[config.mk]
export PLATFORM = sky130hd
export DESIGN_NAME = mandelbrot_escape_time
export DESIGN_NICKNAME = d
export VERILOG_FILES = /design/src/rtl/mbe_pkg.sv /design/src/rtl/mbe_mul.sv /design/src/rtl/mbe_regs.sv /design/src/rtl/mbe_seq.sv /design/src/rtl/mandelbrot_escape_time.sv
export VERILOG_INCLUDE_DIRS = /design/src /design/src/rtl
export SDC_FILE = /design/constraint.sdc
export NUM_CORES = 2
export LEC_CHECK = 0
export BUFFER_PORTS_ARGS = -buffer_cell sky130_fd_sc_hd__buf_4
export CAP_MARGIN = 10
export CORE_AREA = 2 2 399 401
export CTS_BUF_LIST = sky130_fd_sc_hd__clkbuf_8
export DETAILED_ROUTE_END_ITERATION = 10
export DIE_AREA = 0 0 401 403
export GPL_ROUTABILITY_DRIVEN = 0
export PLACE_DENSITY_LB_ADDON = 0.2
export RECOVER_POWER = 25
export SETUP_SLACK_MARGIN = 0.1
export SYNTH_ARGS = -nofsm -noshare
export SYNTH_HDL_FRONTEND = slang
export SYNTH_SLANG_ARGS = --single-unit
[constraint.sdc]
create_clock -name clk -period 11.55 [get_ports clk]
set_clock_uncertainty 0.2 [all_clocks]
set_input_delay 3.465 -clock clk [delete_from_list [all_inputs] [get_ports clk]]
set_output_delay 3.465 -clock clk [all_outputs]
set_load 0.02 [all_outputs]
[src/rtl/assert_macros.svh]
// ----------------------------------------------------------------------------
// assert_macros.svh
// Assertion shorthands used by the escape-time block. Each macro expects
// signals named clk and rst in the enclosing module.
// ----------------------------------------------------------------------------
`ifndef ASSERT_MACROS_SVH
`define ASSERT_MACROS_SVH

// same-cycle implication, disabled during reset
`define MBE_ASSERT_NOW(label, ante, cons, msg) \
  label: assert property (@(posedge clk) disable iff (rst) (ante) |-> (cons)) \
    else $error(msg);

// next-cycle implication, disabled during reset
`define MBE_ASSERT_NEXT(label, ante, cons, msg) \
  label: assert property (@(posedge clk) disable iff (rst) (ante) |=> (cons)) \
    else $error(msg);

`endif

[src/rtl/mbe_pkg.sv]
// ----------------------------------------------------------------------------
// mbe_pkg
// Shared types, constants and the saturation helper of the escape-time block.
// ----------------------------------------------------------------------------
`default_nettype none

package mbe_pkg;

  // fixed point format of c and z
  localparam int FRAC_BITS = 28;
  // width of a squared term after the fraction shift
  localparam int SQ_W      = 64 - FRAC_BITS;
  // width of the doubled cross term after its shift
  localparam int XY_W      = 65 - FRAC_BITS;
  localparam int ACC_BASE  = (XY_W > 32) ? XY_W : 32;
  // accumulator wide enough for every sum and for the escape limit
  localparam int ACC_W     = ((ACC_BASE > FRAC_BITS + 3) ? ACC_BASE : FRAC_BITS + 3) + 2;

  localparam logic signed [ACC_W-1:0] LIMIT   = ACC_W'(1) << (FRAC_BITS + 2);
  localparam logic signed [ACC_W-1:0] SAT_MAX = ACC_W'(64'sd2147483647);
  localparam logic signed [ACC_W-1:0] SAT_MIN = ACC_W'(-64'sd2147483648);

  // APB address width: five registers at word spacing
  localparam int ADDR_W = 5;

  // register map, word index
  typedef enum logic [2:0] {
    REG_X_ORIGIN = 3'd0,
    REG_Y_TOP    = 3'd1,
    REG_X_STEP   = 3'd2,
    REG_Y_STEP   = 3'd3,
    REG_MAX_ITER = 3'd4
  } reg_idx_t;

  // register reset values
  localparam logic signed [31:0] X_ORIGIN_RST = 32'shD8000000;  // -2.5
  localparam logic signed [31:0] Y_TOP_RST    = 32'sh10000000;  // 1.0
  localparam logic [24:0]        X_STEP_RST   = 25'd917504;
  localparam logic [24:0]        Y_STEP_RST   = 25'd917726;
  localparam logic [15:0]        MAX_ITER_RST = 16'd1000;

  // configuration seen by the sequencer
  typedef struct packed {
    logic signed [31:0] x_origin;
    logic signed [31:0] y_top;
    logic [24:0]        x_step;
    logic [24:0]        y_step;
    logic [15:0]        max_iter;
  } cfg_t;

  // sequencer states
  typedef enum logic [2:0] {
    ST_IDLE,
    ST_MUL_X,
    ST_MUL_Y,
    ST_CI_WB,
    ST_SQ_X,
    ST_SQ_Y,
    ST_PROD,
    ST_UPD
  } state_t;

  // clamp a wide signed sum to the signed 32 bit range
  function automatic logic signed [31:0] sat32(input logic signed [ACC_W-1:0] v);
    if (v > SAT_MAX) begin
      return 32'sh7FFFFFFF;
    end else if (v < SAT_MIN) begin
      return 32'sh80000000;
    end else begin
      return $signed(v[31:0]);
    end
  endfunction

endpackage

`default_nettype wire

[src/rtl/mbe_mul.sv]
// ----------------------------------------------------------------------------
// mbe_mul
// Shared signed 32x32 multiplier with a registered 64 bit product.
// ----------------------------------------------------------------------------
`default_nettype none

module mbe_mul (
  input  wire logic               clk,
  input  wire logic signed [31:0] a,
  input  wire logic signed [31:0] b,
  output logic signed [63:0]      p
);

  // product is registered: it lands in the cycle after the operands
  always_ff @(posedge clk) begin
    p <= a * b;
  end

endmodule

`default_nettype wire

[src/rtl/mbe_regs.sv]
// ----------------------------------------------------------------------------
// mbe_regs
// APB register file holding the view window and the iteration limit.
// ----------------------------------------------------------------------------
`default_nettype none

module mbe_regs (
  input  wire logic                       clk,
  input  wire logic                       rst,
  input  wire logic                       psel,
  input  wire logic                       penable,
  input  wire logic                       pwrite,
  input  wire logic [mbe_pkg::ADDR_W-1:0] paddr,
  input  wire logic [31:0]                pwdata,
  output logic [31:0]                     prdata,
  output logic                            pready,
  output mbe_pkg::cfg_t                   cfg
);

  logic               wr_en;
  mbe_pkg::reg_idx_t  idx;

  assign pready = 1'b1;
  assign wr_en  = psel && penable && pwrite;
  assign idx    = mbe_pkg::reg_idx_t'(paddr[mbe_pkg::ADDR_W-1:2]);

  // register writes; unmapped words are dropped
  always_ff @(posedge clk) begin
    if (rst) begin
      cfg.x_origin <= mbe_pkg::X_ORIGIN_RST;
      cfg.y_top    <= mbe_pkg::Y_TOP_RST;
      cfg.x_step   <= mbe_pkg::X_STEP_RST;
      cfg.y_step   <= mbe_pkg::Y_STEP_RST;
      cfg.max_iter <= mbe_pkg::MAX_ITER_RST;
    end else if (wr_en) begin
      case (idx)
        mbe_pkg::REG_X_ORIGIN: cfg.x_origin <= $signed(pwdata);
        mbe_pkg::REG_Y_TOP:    cfg.y_top    <= $signed(pwdata);
        mbe_pkg::REG_X_STEP:   cfg.x_step   <= pwdata[24:0];
        mbe_pkg::REG_Y_STEP:   cfg.y_step   <= pwdata[24:0];
        mbe_pkg::REG_MAX_ITER: cfg.max_iter <= pwdata[15:0];
        default: ;
      endcase
    end
  end

  // read mux
  always_comb begin
    case (idx)
      mbe_pkg::REG_X_ORIGIN: prdata = cfg.x_origin;
      mbe_pkg::REG_Y_TOP:    prdata = cfg.y_top;
      mbe_pkg::REG_X_STEP:   prdata = {7'd0, cfg.x_step};
      mbe_pkg::REG_Y_STEP:   prdata = {7'd0, cfg.y_step};
      mbe_pkg::REG_MAX_ITER: prdata = {16'd0, cfg.max_iter};
      default:               prdata = 32'd0;
    endcase
  end

endmodule

`default_nettype wire

[src/rtl/mbe_seq.sv]
// ----------------------------------------------------------------------------
// mbe_seq
// Sequencer and datapath: maps the pixel to c, then runs z = z*z + c on the
// shared multiplier, three products per iteration.
// ----------------------------------------------------------------------------
`default_nettype none

module mbe_seq (
  input  wire logic               clk,
  input  wire logic               rst,
  input  wire mbe_pkg::cfg_t      cfg,
  input  wire logic               start,
  input  wire logic [9:0]         column,
  input  wire logic [9:0]         row,
  output logic                    busy,
  output logic                    done,
  output logic [15:0]             iterations,
  output logic signed [31:0]      c_real,
  output logic signed [31:0]      c_imag
);

  mbe_pkg::state_t state, state_next;

  // pixel and orbit registers
  logic [9:0]                         col_q;
  logic [9:0]                         row_q;
  logic [15:0]                        count;
  logic signed [31:0]                 cr;
  logic signed [31:0]                 ci;
  logic signed [31:0]                 zx;
  logic signed [31:0]                 zy;
  logic signed [mbe_pkg::SQ_W-1:0]    xx;
  logic signed [mbe_pkg::SQ_W-1:0]    yy;
  logic                               fin;

  // shared multiplier
  logic signed [31:0] mul_a;
  logic signed [31:0] mul_b;
  logic signed [63:0] prod;

  // datapath terms
  logic signed [mbe_pkg::SQ_W-1:0]  sq_val;
  logic signed [mbe_pkg::XY_W-1:0]  xy_val;
  logic signed [mbe_pkg::ACC_W-1:0] esc_sum;
  logic signed [mbe_pkg::ACC_W-1:0] zx_sum;
  logic signed [mbe_pkg::ACC_W-1:0] zy_sum;
  logic signed [mbe_pkg::ACC_W-1:0] cr_sum;
  logic signed [mbe_pkg::ACC_W-1:0] ci_sum;
  logic                             at_limit;
  logic                             escaped;

  mbe_mul u_mul (
    .clk (clk),
    .a   (mul_a),
    .b   (mul_b),
    .p   (prod)
  );

  // shifted products and sums
  assign sq_val   = mbe_pkg::SQ_W'(prod >>> mbe_pkg::FRAC_BITS);
  assign xy_val   = mbe_pkg::XY_W'(prod >>> (mbe_pkg::FRAC_BITS - 1));
  assign esc_sum  = mbe_pkg::ACC_W'(xx) + mbe_pkg::ACC_W'(sq_val);
  assign zx_sum   = mbe_pkg::ACC_W'(xx) - mbe_pkg::ACC_W'(yy) + mbe_pkg::ACC_W'(cr);
  assign zy_sum   = mbe_pkg::ACC_W'(xy_val) + mbe_pkg::ACC_W'(ci);
  assign cr_sum   = mbe_pkg::ACC_W'(cfg.x_origin) + mbe_pkg::ACC_W'(prod);
  assign ci_sum   = mbe_pkg::ACC_W'(cfg.y_top) - mbe_pkg::ACC_W'(prod);
  assign at_limit = (count >= cfg.max_iter);
  assign escaped  = (esc_sum >= mbe_pkg::LIMIT);

  // state register
  always_ff @(posedge clk) begin
    if (rst) begin
      state <= mbe_pkg::ST_IDLE;
    end else begin
      state <= state_next;
    end
  end

  // next state and multiplier operand select
  always_comb begin
    state_next = state;
    mul_a      = 32'sd0;
    mul_b      = 32'sd0;
    case (state)
      mbe_pkg::ST_IDLE: begin
        if (start && !fin) begin
          state_next = mbe_pkg::ST_MUL_X;
        end
      end
      mbe_pkg::ST_MUL_X: begin
        mul_a      = $signed({22'd0, col_q});
        mul_b      = $signed({7'd0, cfg.x_step});
        state_next = mbe_pkg::ST_MUL_Y;
      end
      mbe_pkg::ST_MUL_Y: begin
        mul_a      = $signed({22'd0, row_q});
        mul_b      = $signed({7'd0, cfg.y_step});
        state_next = mbe_pkg::ST_CI_WB;
      end
      mbe_pkg::ST_CI_WB: begin
        state_next = mbe_pkg::ST_SQ_X;
      end
      mbe_pkg::ST_SQ_X: begin
        mul_a = zx;
        mul_b = zx;
        if (at_limit) begin
          state_next = mbe_pkg::ST_IDLE;
        end else begin
          state_next = mbe_pkg::ST_SQ_Y;
        end
      end
      mbe_pkg::ST_SQ_Y: begin
        mul_a      = zy;
        mul_b      = zy;
        state_next = mbe_pkg::ST_PROD;
      end
      mbe_pkg::ST_PROD: begin
        mul_a = zx;
        mul_b = zy;
        if (escaped) begin
          state_next = mbe_pkg::ST_IDLE;
        end else begin
          state_next = mbe_pkg::ST_UPD;
        end
      end
      mbe_pkg::ST_UPD: begin
        state_next = mbe_pkg::ST_SQ_X;
      end
      default: begin
        state_next = mbe_pkg::ST_IDLE;
      end
    endcase
  end

  // result strobe: registered, high in the cycle after the loop ends
  always_ff @(posedge clk) begin
    if (rst) begin
      fin <= 1'b0;
    end else begin
      fin <= ((state == mbe_pkg::ST_SQ_X) && at_limit) ||
             ((state == mbe_pkg::ST_PROD) && escaped);
    end
  end

  // datapath registers
  always_ff @(posedge clk) begin
    case (state)
      mbe_pkg::ST_IDLE: begin
        col_q <= column;
        row_q <= row;
        count <= 16'd1;
        zx    <= 32'sd0;
        zy    <= 32'sd0;
      end
      mbe_pkg::ST_MUL_Y: cr <= mbe_pkg::sat32(cr_sum);
      mbe_pkg::ST_CI_WB: ci <= mbe_pkg::sat32(ci_sum);
      mbe_pkg::ST_SQ_Y:  xx <= sq_val;
      mbe_pkg::ST_PROD:  yy <= sq_val;
      mbe_pkg::ST_UPD: begin
        zx    <= mbe_pkg::sat32(zx_sum);
        zy    <= mbe_pkg::sat32(zy_sum);
        count <= count + 16'd1;
      end
      default: ;
    endcase
  end

  // the strobe cycle sits in idle; busy stays high through it to hold off a new pixel
  assign busy       = (state != mbe_pkg::ST_IDLE) || fin;
  assign done       = fin;
  assign iterations = count;
  assign c_real     = cr;
  assign c_imag     = ci;

endmodule

`default_nettype wire

[src/rtl/mandelbrot_escape_time.sv]
// ----------------------------------------------------------------------------
// mandelbrot_escape_time
// Escape-time engine for one pixel of the Mandelbrot set in Q4.28.
// ----------------------------------------------------------------------------
// Usage:
//   Pulse start with column and row while busy is low; the word is taken at
//   that edge and busy rises. The pixel maps to c = (x_origin + column*x_step,
//   y_top - row*y_step), saturated to 32 bits, and z = z*z + c runs from 0.
//   done is high for exactly one cycle with iterations, c_real and c_imag;
//   the receiver has no way to stall, so it must take the word then.
//   iterations is one more than the completed steps. After accept the pixel
//   is mapped to c with two products; each step then runs three products
//   through the one shared 32x32 multiplier plus the update, with the limit
//   checked as a step starts and the escape test after both squares. busy
//   stays high until done has dropped, so one pixel is in flight at a time.
//   Configuration: APB, words at 0x00 x_origin, 0x04 y_top, 0x08 x_step,
//   0x0C y_step, 0x10 max_iterations; write only while idle.
//   Reset (rst, synchronous) returns to idle and loads the default window
//   (-2.5 .. , +1.0) and an iteration limit of 1000.
// ----------------------------------------------------------------------------
`default_nettype none

`include "assert_macros.svh"

module mandelbrot_escape_time (
  input  wire logic                       clk,
  input  wire logic                       rst,
  // pixel command
  input  wire logic                       start,
  input  wire logic [9:0]                 column,
  input  wire logic [9:0]                 row,
  output logic                            busy,
  // result
  output logic                            done,
  output logic [15:0]                     iterations,
  output logic signed [31:0]              c_real,
  output logic signed [31:0]              c_imag,
  // configuration
  input  wire logic                       psel,
  input  wire logic                       penable,
  input  wire logic                       pwrite,
  input  wire logic [mbe_pkg::ADDR_W-1:0] paddr,
  input  wire logic [31:0]                pwdata,
  output logic [31:0]                     prdata,
  output logic                            pready
);

  mbe_pkg::cfg_t cfg;
  logic          count_ok;

  mbe_regs u_regs (
    .clk     (clk),
    .rst     (rst),
    .psel    (psel),
    .penable (penable),
    .pwrite  (pwrite),
    .paddr   (paddr),
    .pwdata  (pwdata),
    .prdata  (prdata),
    .pready  (pready),
    .cfg     (cfg)
  );

  mbe_seq u_seq (
    .clk        (clk),
    .rst        (rst),
    .cfg        (cfg),
    .start      (start),
    .column     (column),
    .row        (row),
    .busy       (busy),
    .done       (done),
    .iterations (iterations),
    .c_real     (c_real),
    .c_imag     (c_imag)
  );

  // count lies in 1 .. max_iterations, or is 1 for a zero limit
  assign count_ok = (iterations != 16'd0) &&
                    ((iterations <= cfg.max_iter) || (iterations == 16'd1));

  // checks
  `MBE_ASSERT_NEXT(a_accept_busy, start && !busy, busy, "accepted word did not raise busy")
  `MBE_ASSERT_NEXT(a_done_pulse, done, !done, "done held longer than one cycle")
  `MBE_ASSERT_NOW(a_done_busy, done, busy, "done outside a busy window")
  `MBE_ASSERT_NOW(a_count_range, done, count_ok, "iteration count out of range")

endmodule

`default_nettype wire
* After elaboration in Yosys (flattened, before gate mapping)
Index checks and enable logic that the tools add are counted.
** Storage, ports and cells
- Register bits :: 434
- Memory bits (read-only) :: 0
- Latch bits :: 0
- Logic and storage cells :: 83
- Memories :: 0
- Bits in writable memories :: 0
- Input port bits :: 63
- Output and inout bits :: 115
** Cells by class
- Multipliers :: 1
- Reductions and logical operators :: 20
- Muxes and demuxes :: 16
- Shifts and indexed selects :: 0
- Add/sub/neg operators :: 7
- Eq/ne operators :: 12
- Bitwise logic cells :: 0
- Order comparisons :: 10
- Divide/modulo/power cells :: 0
** Operators by type and width (count)
- one-hot mux 32 bit (4 select lines) :: 2
- two-way mux 32 bit :: 6
- one-hot mux 32 bit (5 select lines) :: 1
- > comparator 39 x 32 -> 1 bit, second input constant :: 4
- < comparator 39 x 32 -> 1 bit, second input constant :: 4
- one-hot mux 32 bit (2 select lines) :: 2
- adder 37 x 32 -> 38 bit :: 2
- multiplier 32 x 32 -> 64 bit :: 1
- adder 32 x 39 -> 39 bit :: 1
- >= comparator 39 x 32 -> 1 bit, second input constant :: 1
- subtractor 32 x 39 -> 39 bit :: 1
- adder 36 x 36 -> 37 bit :: 1
- subtractor 36 x 36 -> 37 bit :: 1
- one-hot mux 16 bit (2 select lines) :: 1
- one-hot mux 3 bit (7 select lines) :: 1
- adder 16 x 1 -> 16 bit, second input constant :: 1
- >= comparator 16 bit :: 1
- == test 3 bit, second input constant :: 5
- == test 3 x 2 -> 1 bit, second input constant :: 4
- AND reduction 2 bit :: 5
- two-way mux 3 bit :: 3
- == test 3 x 1 -> 1 bit, second input constant :: 2
- logical NOT 3 bit :: 2
- OR reduction 2 bit :: 3
- 6 further kinds :: 11

* Depth between registers and ports, before layout
- Depth after elaboration :: 6
- Mapped depth :: 36
- Mapped depth without buffers :: 32

* By module
From an unflattened synthesis, not the netlist that was laid out.
** Second synthesis, totals
- Cell total of the unflattened synthesis :: 7122
- Area total of the unflattened synthesis :: 66486.3 µm²
** By module, submodules not included
- mbe_mul :: cells an instance 4095, instances 1, area an instance 38176.6 µm², sequential area each 1281.2 µm²
- mbe_seq :: cells an instance 2425, instances 1, area an instance 22116.2 µm², sequential area each 7166.9 µm²
- mbe_regs :: cells an instance 602, instances 1, area an instance 6193.4 µm², sequential area each 2602.5 µm²

* Least setup slack after synthesis
No wires, ideal clock.
- Kind :: register to register
- Start point :: reg u_seq.state[2]
- End point :: reg u_seq.u_mul.p[63]
- Data required time :: 11.228 ns
- Data arrival time :: 10.090 ns
- Library setup time :: 0.122 ns
- Path buffers :: 5
- Cell stages (with the launch flop) :: 33
- Slack :: 1.138 ns
- Period minus slack after synthesis :: 10.412 ns
- Cells stage by stage :: dfxtp_1 buf_1 buf_1 and2_1 clkbuf_1 clkbuf_1 a22oi_1 nor2_1 fa_1 fa_1 fa_1 inv_1 fa_1 inv_1 fa_1 inv_1 fa_1 inv_1 fa_1 fa_1 ha_1 clkbuf_1 a22o_1 nor3_1 a2111o_1 o32ai_1 o21ai_1 a31oi_1 o21ai_1 a21oi_1 o211ai_1 and4_1 a311o_1
** On the way
- Longest elaborated chain between the ends :: 4
- Elaborated cells between the ends (all ways) :: 10
- Those cells by class :: mul: 1; eq/ne: 5; mux: 2; reduce/logical: 2
** RTL lines
- from (decl) :: line mbe_seq.sv:22 : mbe_pkg::state_t state, state_next;
- from (signal assigned) :: line mbe_seq.sv:73 : state <= mbe_pkg::ST_IDLE;
- from (signal assigned) :: line mbe_seq.sv:75 : state <= state_next;
- == test 3 bit :: line mbe_seq.sv:84 : case (state)
- OR reduction 2 bit (no source line)
- one-hot mux 32 bit (4 select lines) :: line mbe_seq.sv:84
- multiplier 32 x 32 -> 64 bit * :: line mbe_mul.sv:16 : p <= a * b;
- to (signal assigned) :: line mbe_mul.sv:16
- to (decl) :: line mbe_mul.sv:11 : output logic signed [63:0] p
Mark *: on every way between the ends. The rest lies on a longest branch, timed or not.
A chain may end at the register's enable or synchronous reset.

* Worst setup path in the final report
Ends and elaborated chain as after synthesis.

==> metrics <==
gr usage total 27.2%; delay of the slowest cell on the worst path 0.71 ns; H-tree Lvls 3; die area 162000 um2; Main synth FF type edfxtp_1; Synth cell types 89; clock sink total 434; Syn Inst Count 6891; Final min period 11.12 ns; DR iter-0 viols 4123; critical path class reg -> reg; Final Cell Area 68300 um2; required time worst endpoint 11.96 ns; Seq/Total Area, Yosys 17.6%; failing checks max-capacitance violations, max-slew violations; via count 50000; # DRC 0; core area 157000 um2; final layout net count 8565; Post-Syn Area 62600 um2; initial antenna violation count 6; vias in the first global route 51000; worst-path fanout max 45; syn nets 8464; Worst-Margin Slew 2.85 ns; final setup fails 0; hold crit path type reg -> reg; status complete, but fails checks; Yosys reg bits 434; Pre-Repair DR Iteration Count 8; Initial Util 39.8%; final cycle utilization of the critical path 96.3%; Post-Syn Area per Cell 9.09 um2; maximum VDD drop 163 uV; EDFF count, synth 236; port bufs 174; Final ANT Viol Nets 0; RSZ-0062 raised after global routing false; Setup TNS 0 ns; first-pass GRT wire length 327 mm; hold slack 0.275 ns; Yosys warning total 0; largest net degree at the start of global routing 61; Placed Area 66700 um2; Crit path top cell by count fa_1; Final Slew Violations 89; Max Root-Sink Buffers 3; Worst path slowest cell dfxtp_4; final WL 218 mm; io pins 178; share of cells above drive strength 1 7.91%; fraction of registers with async set or reset after synthesis 0%; grt ovf 0; Lkg Pwr 31.3 nW; Reg clk slew, reported paths 0.06 ns; Cell Pwr Density 190 nW/um2; Cell Rows 146; CTS tree yes; fmax 89.9 MHz; CTS Hold Bufs 0; Skew-Pair Late Insertion Delay 0.77 ns; CP arrival 11.52 ns; Vias per Instance 5.47; PostCTS Resize Cnt 0; Post-CTS Setup Repair Bufs 0; max-cap violations 3; Routed WL per cell 23.9 um; Startpoint Class flop; Die H 403 um; Final Hold Vio Count 0; Relative slew margins -90.3%; Root Driver clkbuf_8; die width 401 um; total CTS buffers 78; CP Capture Type flop; hpwl dp 181 mm; area grow syn2layout 9.06%
## per-layer routing
layer	share of wire, %	track usage [%]
met2	44	41.8
met1	42	37.2
met5	0.0055	0
met3	8.6	5.57
met4	5.0	12.2
## power by group
group	switching [mW]	internal, mW
Sequential	0.473	2.15
Combinational	5.96	2.86
Clock	0.727	0.777
## worst paths after layout
| kind | startpoint | endpoint | cells past startpoint | slack, ns |
|---|---|---|---|---|
| worst min-delay path | u_regs.cfg[56]$_SDFFE_PP0P_ | u_regs.cfg[56]$_SDFFE_PP0P_ | 2 | 0.28 |
| worst max register to register | u_seq.state[2]$_SDFFE_PP0P_ | u_seq.u_mul.p[63]$_DFF_P_ | 29 | 0.43 |
| worst min register to register | u_regs.cfg[56]$_SDFFE_PP0P_ | u_regs.cfg[56]$_SDFFE_PP0P_ | 2 | 0.28 |
| worst max-delay path | u_seq.state[2]$_SDFFE_PP0P_ | u_seq.u_mul.p[63]$_DFF_P_ | 29 | 0.43 |
## area by class of cell
class | count | area, um2
Antenna cell | 3 | 7.51
Clock buffer | 82 | 1130
Clock inverter | 61 | 422
Fill cell | 15500 | 89200
Inverter | 1197 | 4490
Multi-Input combinational cell | 4939 | 46000
Sequential cell | 434 | 11100
Tap cell | 2072 | 2590
Timing Repair Buffer | 342 | 2550
## cells by family after synthesis
kind of cell | after synthesis | share of synthesized area, %
buffers and inverters | 1518 | 9.17
AOI/OAI and AO/OA | 1193 | 12.0
and+or+nand+nor | 1936 | 12.9
muxes | 90 | 1.66
adders and majority gates | 1510 | 43.6
other | 1 | 0.00599
xor gates and xnor gates | 209 | 2.92
DFF | 434 | 17.6
## cells in the mapped netlist, types with 35 or more instances
library cell  number  share of area (%)
nor2_1           685                4.1
nand3_1           89               0.71
a211oi_1          60               0.72
a21o_1           118                1.4
clkbuf_1         289                1.7
xor2_1            87                1.2
nor2b_1           46               0.46
and2_1            35               0.35
dfxtp_1          198                6.3
o211ai_1          38               0.46
inv_1           1195                7.2
a21oi_1          397                3.2
mux2i_1           59               0.94
xnor2_1          122                1.7
ha_1             388                7.8
o21ai_1           45               0.36
a22oi_1           57               0.68
o21ai_0          207                1.7
nand2_1          887                5.3
edfxtp_1         236                 11
fa_1            1122                 36
## cell usage in the layout, fill, tap and decap left out, types with 19 or more instances in the layout
cell type     n
a22oi_1      57
nand2b_1     33
xnor2_1     122
nand2_1     887
o21a_1       33
clkbuf_8     82
a31oi_1      26
nand3_1      89
inv_1      1218
or2_2        29
mux2i_1      59
a22o_1       25
fa_1       1122
o211ai_1     38
and3_1       27
o21ai_0     207
ha_1        388
nor3_1       33
dfxtp_1     195
and2_1       32
a21o_1      118
buf_4       336
nand4_1      20
nor2_1      679
xor2_1       87
edfxtp_1    236
o21ai_1      42
clkinv_1     19
o21bai_1     26
nor2b_1      43
mux2_2       22
o22ai_1      23
a211oi_1     60
a21oi_1     388
## worst max-delay path: cells and delay by family, from the launching register on
kind	cells	cell delay (ns)
adders and majority gates	9	4.46
muxes	1	0.15
AOI/OAI and AO/OA	10	3.45
and+or+nand+nor	4	1.06
buffers and inverters	5	0.91
DFF	1	0.71
## flip-flops by register name, indices dropped and copies added, names as in the netlist, 16 cells and up
| name | flops |
|---|---|
| u_regs.cfg | 130 |
| u_seq.u_mul.p | 64 |
| u_seq.xx | 36 |
| u_seq.yy | 36 |
| u_seq.c_imag | 32 |
| u_seq.c_real | 32 |
| u_seq.zx | 32 |
| u_seq.zy | 32 |
| u_seq.iterations | 16 |
## per-stage QoR
stage	util, %	worst slack, ns	power (mW)	instances
after detailed placement	42.4	0.628	11.2	8983
after CTS	43.4	0.600	12.8	9126
final	43.4	0.431	12.9	9130
after floorplan	-	1.14	7.64	6891
after global routing	43.4	0.119	13.7	9130
after global placement	42.4	0.634	11.2	8981
Power figures use the tool's default switching activity.
